`src/hw/rtl/ppt_pkg.sv`:
```
// Peer pairing table package: field widths, frame kinds, event codes,
// slot status, queue item and back-end state types. No dependencies.
package ppt_pkg;

  localparam int ADDR_W      = 48;
  localparam int TIME_W      = 32;
  localparam int KIND_W      = 3;
  localparam int EV_W        = 3;
  localparam int SLOT_W      = 3;
  localparam int QUEUE_DEPTH = 2;

  localparam logic [ADDR_W-1:0] BCAST_ADDR = {ADDR_W{1'b1}};

  localparam logic [KIND_W-1:0] K_HELLO         = 3'd0;
  localparam logic [KIND_W-1:0] K_ACK_HELLO     = 3'd1;
  localparam logic [KIND_W-1:0] K_ACK_CONFIRM   = 3'd2;
  localparam logic [KIND_W-1:0] K_ACK_CONNECTED = 3'd3;
  localparam logic [KIND_W-1:0] K_ALIVE         = 3'd4;

  localparam logic [EV_W-1:0] EV_IGNORED   = 3'd0;
  localparam logic [EV_W-1:0] EV_ADDED     = 3'd1;
  localparam logic [EV_W-1:0] EV_FULL      = 3'd2;
  localparam logic [EV_W-1:0] EV_LINKFAIL  = 3'd3;
  localparam logic [EV_W-1:0] EV_CONNECTED = 3'd4;
  localparam logic [EV_W-1:0] EV_REMOVED   = 3'd5;
  localparam logic [EV_W-1:0] EV_REFRESHED = 3'd6;

  typedef enum logic [1:0] {
    ST_EMPTY = 2'd0,
    ST_DISC  = 2'd1,
    ST_ASSOC = 2'd2,
    ST_CONN  = 2'd3
  } ppt_status_t;

  typedef enum logic [1:0] {
    BK_IDLE,
    BK_WALK,
    BK_DRAIN,
    BK_DECIDE
  } ppt_state_t;

  typedef struct packed {
    logic              drop;
    logic              for_me;
    logic [ADDR_W-1:0] src;
    logic [KIND_W-1:0] kind;
    logic [TIME_W-1:0] now;
    logic              link_ok;
    logic              send_ok;
  } ppt_item_t;

endpackage

```
`src/hw/rtl/ppt_front.sv`:
```
// Peer pairing table front end: accepts frames, marks those that fail the length
// or destination check, and queues classified items for the back end. Uses ppt_pkg.
module ppt_front import ppt_pkg::*; (
  input  logic              clk,
  input  logic              rst,
  input  logic              start,
  output logic              busy,
  input  logic              frame_length_ok,
  input  logic [ADDR_W-1:0] dest_address,
  input  logic [ADDR_W-1:0] source_address,
  input  logic [KIND_W-1:0] message_kind,
  input  logic [TIME_W-1:0] now_ms,
  input  logic              link_add_ok,
  input  logic              send_ok,
  input  logic [ADDR_W-1:0] own_address,
  output logic              q_valid,
  output ppt_item_t         q_head,
  input  logic              q_pop
);

  localparam int PTR_W = (QUEUE_DEPTH > 1) ? $clog2(QUEUE_DEPTH) : 1;
  localparam int CNT_W = $clog2(QUEUE_DEPTH + 1);

  ppt_item_t        fifo [QUEUE_DEPTH];
  logic [PTR_W-1:0] wr_ptr;
  logic [PTR_W-1:0] rd_ptr;
  logic [CNT_W-1:0] count;
  logic             push;
  logic             pop;
  logic             for_me;
  ppt_item_t        item;

  assign busy    = (count == CNT_W'(QUEUE_DEPTH));
  assign q_valid = (count != '0);
  assign push    = start && !busy;
  assign pop     = q_pop && q_valid;
  assign q_head  = fifo[rd_ptr];

  // classify: drop bad length or frames for another node
  always_comb begin
    for_me       = (dest_address == own_address);
    item.drop    = !frame_length_ok || ((dest_address != BCAST_ADDR) && !for_me);
    item.for_me  = for_me;
    item.src     = source_address;
    item.kind    = message_kind;
    item.now     = now_ms;
    item.link_ok = link_add_ok;
    item.send_ok = send_ok;
  end

  always_ff @(posedge clk) begin
    if (push) begin
      fifo[wr_ptr] <= item;
    end
  end

  always_ff @(posedge clk) begin
    if (rst) begin
      wr_ptr <= '0;
      rd_ptr <= '0;
      count  <= '0;
    end else begin
      if (push) begin
        wr_ptr <= (wr_ptr == PTR_W'(QUEUE_DEPTH - 1)) ? '0 : wr_ptr + 1'b1;
      end
      if (pop) begin
        rd_ptr <= (rd_ptr == PTR_W'(QUEUE_DEPTH - 1)) ? '0 : rd_ptr + 1'b1;
      end
      if (push && !pop) begin
        count <= count + 1'b1;
      end else if (pop && !push) begin
        count <= count - 1'b1;
      end
    end
  end

endmodule

```
`src/hw/rtl/ppt_back.sv`:
```
// Peer pairing table back end: walks the slot table one slot a cycle,
// then updates slots and flags and issues the result. Uses ppt_pkg.
module ppt_back import ppt_pkg::*; #(
  parameter int PEER_SLOTS = 8
) (
  input  logic              clk,
  input  logic              rst,
  input  logic [ADDR_W-1:0] own_address,
  input  logic              q_valid,
  input  ppt_item_t         q_head,
  output logic              q_pop,
  output logic              done,
  output logic              reply_valid,
  output logic [KIND_W-1:0] reply_kind,
  output logic [ADDR_W-1:0] reply_dest,
  output logic [SLOT_W-1:0] slot_index,
  output logic [EV_W-1:0]   event_code,
  output logic              self_is_leader,
  output logic              pairing_now
);

  localparam int IDX_W = (PEER_SLOTS > 1) ? $clog2(PEER_SLOTS) : 1;
  localparam int CNT_W = $clog2(PEER_SLOTS + 1);

  logic [ADDR_W-1:0] addr_mem [PEER_SLOTS];
  logic [TIME_W-1:0] seen_mem [PEER_SLOTS];
  ppt_status_t       status   [PEER_SLOTS];

  ppt_state_t        state;
  ppt_state_t        state_next;
  ppt_item_t         cur;
  logic [CNT_W-1:0]  rp;
  logic              issue;
  logic              decide;

  logic              s_vld;
  logic [IDX_W-1:0]  s_idx;
  logic [ADDR_W-1:0] s_addr;
  ppt_status_t       s_stat;

  logic              hit;
  logic [IDX_W-1:0]  hit_idx;
  logic              has_free;
  logic [IDX_W-1:0]  free_idx;
  logic              lower;
  logic              pairing;
  logic              leader;

  logic              st_we;
  logic [IDX_W-1:0]  st_widx;
  ppt_status_t       st_wval;
  logic              addr_we;
  logic              seen_we;
  logic [IDX_W-1:0]  seen_widx;
  logic              pairing_next;
  logic              leader_next;
  logic              r_valid;
  logic [KIND_W-1:0] r_kind;
  logic [ADDR_W-1:0] r_dest;
  logic [IDX_W-1:0]  r_slot;
  logic [EV_W-1:0]   r_ev;
  logic [IDX_W+2:0]  slot_wide;
  logic              sent;
  logic              src_self;

  always_comb begin
    state_next = state;
    case (state)
      BK_IDLE: begin
        if (q_valid) begin
          state_next = BK_WALK;
        end
      end
      BK_WALK: begin
        if (rp == CNT_W'(PEER_SLOTS - 1)) begin
          state_next = BK_DRAIN;
        end
      end
      BK_DRAIN:  state_next = BK_DECIDE;
      BK_DECIDE: state_next = BK_IDLE;
      default:   state_next = BK_IDLE;
    endcase
  end

  always_comb begin
    q_pop  = (state == BK_IDLE) && q_valid;
    issue  = (state == BK_WALK);
    decide = (state == BK_DECIDE);
  end

  always_ff @(posedge clk) begin
    if (q_pop) begin
      cur <= q_head;
    end
    if (issue) begin
      s_addr <= addr_mem[rp[IDX_W-1:0]];
      s_stat <= status[rp[IDX_W-1:0]];
      s_idx  <= rp[IDX_W-1:0];
    end
  end

  always_ff @(posedge clk) begin
    if (decide && addr_we) begin
      addr_mem[r_slot] <= cur.src;
    end
    if (decide && seen_we) begin
      seen_mem[seen_widx] <= cur.now;
    end
  end

  always_comb begin
    st_we        = 1'b0;
    st_widx      = '0;
    st_wval      = ST_EMPTY;
    addr_we      = 1'b0;
    seen_we      = 1'b0;
    seen_widx    = '0;
    pairing_next = 1'b0;
    leader_next  = leader;
    r_valid      = 1'b0;
    r_kind       = '0;
    r_dest       = '0;
    r_slot       = '0;
    r_ev         = EV_IGNORED;
    src_self     = (cur.src == own_address);
    sent         = !src_self && cur.send_ok;
    if (cur.drop) begin
      pairing_next = 1'b0;
    end else if (!hit && !pairing) begin
      if (cur.kind == K_HELLO || (cur.kind == K_ACK_HELLO && cur.for_me)) begin
        if (!has_free) begin
          pairing_next = 1'b1;
          r_ev         = EV_FULL;
        end else begin
          r_slot    = free_idx;
          addr_we   = 1'b1;
          seen_we   = 1'b1;
          seen_widx = free_idx;
          st_we     = 1'b1;
          st_widx   = free_idx;
          if (!cur.link_ok) begin
            st_wval = ST_DISC;
            r_ev    = EV_LINKFAIL;
          end else begin
            st_wval = ST_ASSOC;
            r_ev    = EV_ADDED;
            r_valid = !src_self;
            r_kind  = (cur.kind == K_HELLO) ? K_ACK_HELLO : K_ACK_CONFIRM;
            pairing_next = sent;
            if (!sent && cur.kind == K_ACK_HELLO) begin
              st_wval = ST_EMPTY;
              r_ev    = EV_REMOVED;
            end
          end
        end
      end
    end else if (cur.for_me) begin
      if (pairing) begin
        if (hit && (cur.kind == K_ACK_CONFIRM || cur.kind == K_ACK_CONNECTED)) begin
          r_slot      = hit_idx;
          st_we       = 1'b1;
          st_widx     = hit_idx;
          st_wval     = ST_CONN;
          leader_next = !(lower || (cur.src < own_address));
          r_ev        = EV_CONNECTED;
          if (cur.kind == K_ACK_CONFIRM) begin
            r_valid = !src_self;
            r_kind  = K_ACK_CONNECTED;
            if (!sent) begin
              st_wval = ST_EMPTY;
              r_ev    = EV_REMOVED;
            end
          end
        end
      end else if (cur.kind == K_ALIVE && hit) begin
        seen_we   = 1'b1;
        seen_widx = hit_idx;
        r_slot    = hit_idx;
        r_ev      = EV_REFRESHED;
      end
    end
    if (r_valid) begin
      r_dest = cur.src;
    end else begin
      r_kind = '0;
    end
  end

  assign slot_wide = {3'b000, r_slot};

  always_ff @(posedge clk) begin
    if (decide) begin
      reply_valid <= r_valid;
      reply_kind  <= r_kind;
      reply_dest  <= r_dest;
      slot_index  <= slot_wide[SLOT_W-1:0];
      event_code  <= r_ev;
    end
  end

  assign self_is_leader = leader;
  assign pairing_now    = pairing;

  always_ff @(posedge clk) begin
    if (rst) begin
      state    <= BK_IDLE;
      rp       <= '0;
      s_vld    <= 1'b0;
      hit      <= 1'b0;
      hit_idx  <= '0;
      has_free <= 1'b0;
      free_idx <= '0;
      lower    <= 1'b0;
      pairing  <= 1'b0;
      leader   <= 1'b0;
      done     <= 1'b0;
      for (int i = 0; i < PEER_SLOTS; i++) begin
        status[i] <= ST_EMPTY;
      end
    end else begin
      state <= state_next;
      s_vld <= issue;
      done  <= decide;
      if (q_pop) begin
        rp       <= '0;
        hit      <= 1'b0;
        has_free <= 1'b0;
        lower    <= 1'b0;
      end
      if (issue) begin
        rp <= rp + 1'b1;
      end
      if (s_vld) begin
        if (!hit && s_stat != ST_EMPTY && s_addr == cur.src) begin
          hit     <= 1'b1;
          hit_idx <= s_idx;
        end
        if (!has_free && s_stat == ST_EMPTY) begin
          has_free <= 1'b1;
          free_idx <= s_idx;
        end
        if (s_stat == ST_CONN && s_addr < own_address) begin
          lower <= 1'b1;
        end
      end
      if (decide) begin
        pairing <= pairing_next;
        leader  <= leader_next;
        if (st_we) begin
          status[st_widx] <= st_wval;
        end
      end
    end
  end

endmodule

```
`src/hw/rtl/peer_pairing_table.sv`:
```
// Peer pairing table top level: own-address register, front end and back end.
// Depends on ppt_pkg, ppt_front and ppt_back.
// A taken start queues the item; the back end pops it, walks every slot, drains,
// decides and registers done. The back end takes one item at a time, paced by the
// one-slot-a-cycle walk of the address store; a two-item queue holds arrivals.
// Results show for one cycle on done and cannot be stalled.
// Reset (rst, synchronous) empties all slots and the queue, clears both flags and
// own_address; slot addresses and seen times stay undefined until written.
module peer_pairing_table import ppt_pkg::*; #(
  parameter int PEER_SLOTS = 8
) (
  input  logic              clk,
  input  logic              rst,
  input  logic              cfg_valid,
  output logic              cfg_ready,
  input  logic [ADDR_W-1:0] cfg_data,
  input  logic              start,
  output logic              busy,
  input  logic              frame_length_ok,
  input  logic [ADDR_W-1:0] dest_address,
  input  logic [ADDR_W-1:0] source_address,
  input  logic [KIND_W-1:0] message_kind,
  input  logic [TIME_W-1:0] now_ms,
  input  logic              link_add_ok,
  input  logic              send_ok,
  output logic              done,
  output logic              reply_valid,
  output logic [KIND_W-1:0] reply_kind,
  output logic [ADDR_W-1:0] reply_dest,
  output logic [SLOT_W-1:0] slot_index,
  output logic [EV_W-1:0]   event_code,
  output logic              self_is_leader,
  output logic              pairing_now
);

  logic [ADDR_W-1:0] own_address;
  logic              q_valid;
  ppt_item_t         q_head;
  logic              q_pop;

  assign cfg_ready = 1'b1;

  always_ff @(posedge clk) begin
    if (rst) begin
      own_address <= '0;
    end else if (cfg_valid && cfg_ready) begin
      own_address <= cfg_data;
    end
  end

  ppt_front u_front (
    .clk             (clk),
    .rst             (rst),
    .start           (start),
    .busy            (busy),
    .frame_length_ok (frame_length_ok),
    .dest_address    (dest_address),
    .source_address  (source_address),
    .message_kind    (message_kind),
    .now_ms          (now_ms),
    .link_add_ok     (link_add_ok),
    .send_ok         (send_ok),
    .own_address     (own_address),
    .q_valid         (q_valid),
    .q_head          (q_head),
    .q_pop           (q_pop)
  );

  ppt_back #(
    .PEER_SLOTS (PEER_SLOTS)
  ) u_back (
    .clk            (clk),
    .rst            (rst),
    .own_address    (own_address),
    .q_valid        (q_valid),
    .q_head         (q_head),
    .q_pop          (q_pop),
    .done           (done),
    .reply_valid    (reply_valid),
    .reply_kind     (reply_kind),
    .reply_dest     (reply_dest),
    .slot_index     (slot_index),
    .event_code     (event_code),
    .self_is_leader (self_is_leader),
    .pairing_now    (pairing_now)
  );

endmodule

```
`config.mk`:
```
export PLATFORM = sky130hd
export DESIGN_NAME = peer_pairing_table
export DESIGN_NICKNAME = d
export VERILOG_FILES = /design/src/hw/rtl/ppt_pkg.sv /design/src/hw/rtl/ppt_front.sv /design/src/hw/rtl/ppt_back.sv /design/src/hw/rtl/peer_pairing_table.sv
export SDC_FILE = /design/constraint.sdc
export NUM_CORES = 1
export LEC_CHECK = 0
export BUFFER_PORTS_ARGS = -buffer_cell sky130_fd_sc_hd__buf_4
export CELL_PAD_IN_SITES_DETAIL_PLACEMENT = 1
export CELL_PAD_IN_SITES_GLOBAL_PLACEMENT = 1
export CORE_MARGIN = 8
export CORE_UTILIZATION = 33
export DETAILED_ROUTE_END_ITERATION = 10
export PLACE_DENSITY = 0.64
export SLEW_MARGIN = 10
export SYNTH_ARGS = -nofsm -noshare
export SYNTH_HDL_FRONTEND = slang
export SYNTH_SLANG_ARGS = --single-unit
```
`constraint.sdc`:
```
create_clock -name clk -period 13.56 [get_ports clk]
set_input_delay 0.678 -clock clk [delete_from_list [all_inputs] [get_ports clk]]
set_output_delay 0.678 -clock clk [all_outputs]
set_load 0.005 [all_outputs]
```
Word level (Yosys, flattened, before mapping) --
Memories as Yosys holds them, arrays and structs flattened. A register that Yosys moved wholly into a read port is not among the register bits. Cells that the tools add are included.
Word-level totals: register bits after elaboration 132, logic and storage cells 192, bits of input ports 186, memories 3, output and inout port bits 63, RAM bits 574
Memory list:
- u_back.addr_mem | words 8, bits a word 48, rd ports 1, clocked after Yosys merged registers in 1, wr ports 1, line ppt_back.sv:25 | logic [ADDR_W-1:0] addr_mem [PEER_SLOTS];
- u_front.fifo | words 2, bits a word 87, rd ports 1, clocked after Yosys merged registers in 1, wr ports 1, line ppt_front.sv:24 | ppt_item_t fifo [QUEUE_DEPTH];
- u_back.status | words 8, bits a word 2, rd ports 1, clocked after Yosys merged registers in 1, wr ports 8, line ppt_back.sv:27 | ppt_status_t status [PEER_SLOTS];
Cells by class: reduce and logical (&&, ||, !) cells 45, add/subtract/negate cells 5, equality and inequality tests 16, bitwise gates (word level) 3, order comparisons 2, muxes and demuxes 97
Operators with widths (number):
- $eq 48x48->1 | 3
- $lt 48x48->1 | 2
- $mux 3 | 30
- $ne 48x48->1 const B | 1
- $mux 1 | 46
- $mux 2 | 18
- $logic_and 1x1->1 | 17
- $logic_not 1->1 | 11
- $eq 2x2->1 const B | 4
- $mux 4 | 2
- $pmux 2 s4 | 1
- $reduce_bool 2->1 | 4
- $eq 3x2->1 const B | 2
- $reduce_and 2->1 | 3
- $reduce_and 6->1 | 1
- $add 4x1->4 const B | 1
- $eq 4x3->1 const B | 1
- $logic_not 2->1 | 2
- $logic_or 1x1->1 | 4
- $reduce_or 2->1 | 2
- $eq 3x1->1 const B | 1
- $eq 3x3->1 const B | 1
- $logic_not 3->1 | 1
- $not 1->1 | 3
- other kinds (6) | 7

Logic depth before layout (Yosys ltp) --
depth in word-level cells 14, depth in mapped cells 9, depth with buffers taken out 8

Hierarchy --
From an unflattened synthesis, not the netlist that was laid out.
Unflattened totals: cell total of the unflattened synthesis 1900, area, all modules 33285.7 um^2
By module, submodules not included:
- ppt_back | instances 1, cells each 1362, area each 24434.7 um^2, sequential area each 17346.6 um^2
- ppt_front | instances 1, cells each 381, area each 7110.6 um^2, sequential area each 5325.1 um^2
- peer_pairing_table | instances 1, cells each 157, area each 1740.4 um^2, sequential area each 960.9 um^2

Worst setup path after synthesis --
Ideal clock, no wire load.
path type reg-to-reg, start register u_back.state[0], end memory u_back.addr_mem[2][0], enable pin, stages on the path, launching flop included 6, required time 12.988 ns, period minus slack after synthesis 7.720 ns, arrival time 7.147 ns, path buffers 0, library setup time 0.572 ns, path slack 5.840 ns, path through dfxtp_1 -> ha_1 -> nand2b_1 -> nor2_1 -> nand2_1 -> nor4_1
Between the ends: word-level cells in the longest chain between the ends 4
RTL lines:
- from (decl) | line ppt_back.sv:29 | ppt_state_t state;
- from (signal assigned) | line ppt_back.sv:221 | state <= state_next;
- $eq 2x2->1 | line ppt_back.sv:88 | decide = (state == BK_DECIDE);
- net u_back.decide | line ppt_back.sv:34 | logic decide;
- $logic_and 1x1->1 | line ppt_back.sv:103 | if (decide && addr_we) begin
- $mux 1 | line ppt_back.sv:103
- $mux 1 (implied by the code) | line ppt_back.sv:104 | addr_mem[r_slot] <= cur.src;
- to (decl) | line ppt_back.sv:25
The timed path passes the listed nets, and every way through them passes these cells.

==> flow_metrics.tcl <==
set metrics [dict create \
    status "finished clean" \
    async_reset_ff_share_pct 0 \
    hold_viol_final 0 \
    dr.first_iter.drc_count 1344 \
    crit_required_ns 13.93 \
    grt_pass1_wl_um 126000 \
    worstMarginPinSlew_ns 1.10 \
    met1_usage_pct 21.8 \
    synth_ff_type "edfxtp_1" \
    critical_path_class "flip-flop to flip-flop" \
    post_cts_buffers 0 \
    cts-root-buf "clkbuf_16" \
    final_area_um2 36900 \
    synth_edf_count 675 \
    drcViolationCount 0 \
    placed_area_um2 34000 \
    track_usage_pct 16.7 \
    areaGrowthSynthToFinish_pct 19.3 \
    grt_busiest_layer "met2" \
    clkLatencyLatePin_ns 0.66 \
    dp.cells 3203 \
    avgSynthCellArea_um2 17.3 \
    grt_pass1_vias 18500 \
    clock_path_buffers 3 \
    hold_buffers 0 \
    initial_utilization_pct 33.2 \
    antenna_found_initial 5 \
    drtAntennaViolNets 0 \
    clock.fmax_mhz 249 \
    ctsResizeCount 0 \
    synth_top_area_share_pct 65.6 \
    critPathLaunchType "flip-flop" \
    routed_wl_um 88000 \
    hold_start "source_address[1]" \
    ys_types 66 \
    yosysSeqAreaShare_pct 70.2 \
    grt_overflow 0 \
    cap_violations 0 \
    power_leakage_uw 0.0127 \
    relSlewSlack_pct 26.9 \
    clkSinkCount 746 \
    dr_total_vias 16900 \
    cts_tree "yes" \
    ys.warnings.count 0 \
    die_w_um 322 \
    gp_congestion 0.933 \
    dr.pass1.iters 7 \
    rsz0062_at_grt "false" \
    post_synth_main_area_contributors "edfxtp_1 (66%), mux4_2 (7.3%), dfxtp_1 (4.6%), ha_1 (4.1%), mux2_2 (3.8%)" \
    ir_worst_vdd_uv 100 \
    ios 249 \
    cp.arrival_ns 4.38 \
    core-area_um2 93000 \
    synth-seq-cells 746 \
    use_met3_pct 3.79 \
    period_needed_ns 4.01 \
    skew_ns 0.0369 \
    viasPerCell 5.04 \
    crit_fanout 33 \
    syn_inst 1783 \
    port_buffers 214 \
    min_path_type "primary input to flip-flop" \
    finalSetupTns_ns 0 \
    rr_startpoint "u_back.cur[76]$_DFFE_PP_" \
    routedWlPerCell_um 26.2 \
    synth_area_um2 30900 \
    num_rows 112 \
    fillers 9293 \
    maxSlewViolCount 0 \
    min_period_over_period_pct 29.6 \
    syn_nets 2071 \
    drive_above_1_share_pct 28.2 \
    dieArea_um2 104000 \
    grt_max_degree 64 \
    cellPowerDensity_nw_per_um2 187 \
    cts-htree-levels 3 \
    finalNonFillerCells 3357 \
    startpoint "u_back.cur[76]$_DFFE_PP_" \
    yosysTopAreaCell "edfxtp_1" \
    endpoint_kind "flip-flop" \
    grt_util_met2_pct 27.3 \
    cts_buffers 82 \
    clk_pin_slew_ns 0.06 \
    setup_viol 0 \
    nets 2321 \
    dp_hpwl_um 59100 \
    dieHeight_um 322 \
]
## flip-flops by register name (all words and copies together) (netlist names), 2 cells and up
signal,cells
u_back.event_code,3
u_back.slot_index,3
u_back.s_addr,48
u_front.count,2
u_back.cur,55
u_back.hit_idx,3
u_back.free_idx,3
u_back.s_stat,2
u_back.reply_dest,48
u_back.state,2
u_back.status,16
u_back.reply_kind,2
u_back.s_idx,3
u_front.fifo,110
own_address,48
u_back.addr_mem,384
u_back.rp,4
## path summary, 6_finish.rpt
check | cells after the start | to | slack, ns
worst max-delay path | 8 | u_back.status[0][1]$_SDFFCE_PN0P_ | 9.55
worst min-delay path | 1 | u_front.fifo[0][38]$_DFFE_PP_ | 0.21
worst max register to register | 8 | u_back.status[0][1]$_SDFFCE_PN0P_ | 9.55
worst min register to register | 1 | u_back.rp[3]$_SDFFE_PP0P_ | 0.51
## layer usage
layer / vias up / wire length (µm) / share of wire [%]
li1: 7489 / - / -
met1: 8806 / 38200 / 43
met2: 503 / 41500 / 47
met3: 132 / 5670 / 6.4
met4: 2 / 2590 / 2.9
met5: - / 11 / 0.013
## cell type report
type                    instances  area [µm²]  area share, %
repair buffers                232        1740           4.72
clock inverters                39         586           1.59
inverters                      54         203          0.550
flip-flops and latches        746       21700           58.9
well taps                    1254        1570           4.25
diodes                          2        5.00         0.0136
clock buffers                 113        2250           6.10
multi-input cells             917        8820           23.9
## synthesized netlist by cell type, drive strengths merged, types with 4 or more instances
cell type,instances
o211ai,4
and3,52
ha,102
nor2b,9
a211oi,10
a21o,8
nand2b,14
mux4,100
nand3,17
nor4,38
clkbuf,47
xor2,99
nor3,8
buf,19
o31a,4
nand2,36
o21ai,19
a31oi,5
mux2i,55
mux2,105
edfxtp,675
a22oi,5
dfxtp,71
nor2,106
a21oi,50
nand4,37
inv,54
## metrics by stage
step / util (%) / hold slack, ns / worst slack [ns] / power (µW)
global placement: 36.6 / 0.453 / 9.64 / 4550
global route: 39.6 / 0.185 / 9.35 / 7170
floorplan: - / 0.406 / 5.84 / 3990
finish: 39.6 / 0.213 / 9.55 / 6880
CTS: 39.6 / 0.159 / 9.47 / 6970
detailed placement: 36.6 / 0.490 / 9.51 / 4610
## cells by family (layout without fill, tap and decap cells)
kind of cell	Yosys count	count (layout)	synth area share, %
AOI/OAI and AO/OA	121	121	2.53
xor gates and xnor gates	100	100	2.83
adders and majority gates	102	102	4.13
buffers and inverters	120	438	1.57
DFF	746	746	70.2
muxes	260	260	12.9
other	2	4	0.0243
and+or+nand+nor	332	332	5.81
## worst max-delay path: stages (launching register included)
cell and delay [ns]:
edfxtp_1 0.61, ha_1 0.44, nand4_1 0.21, nor4_2 0.46, nand4_2 0.74, buf_4 0.59, a31oi_1 0.29, o31a_2 0.30
nor2b_1 0.07
## where the power goes
| part | switching (µW) | internal, µW | total, µW | leakage, µW |
|---|---|---|---|---|
| registers | 416 | 2970 | 3390 | 0.00674 |
| logic | 651 | 510 | 1160 | 0.00458 |
| clock network | 926 | 1400 | 2330 | 0.00137 |
| total | 1990 | 4890 | 6880 | 0.0127 |
## cells in the final DEF (no fill, tap or decap), types with 31 or more instances in the layout
master	instances
nand2_1	36
clkbuf_16	83
and3_1	51
ha_1	100
inv_1	53
edfxtp_1	675
buf_4	232
nand4_1	36
mux4_2	100
mux2_2	105
mux2i_1	55
dfxtp_1	67
nor2_1	99
xor2_1	99
a21oi_1	49
nor4_1	31
Power figures use the tool's default switching activity.
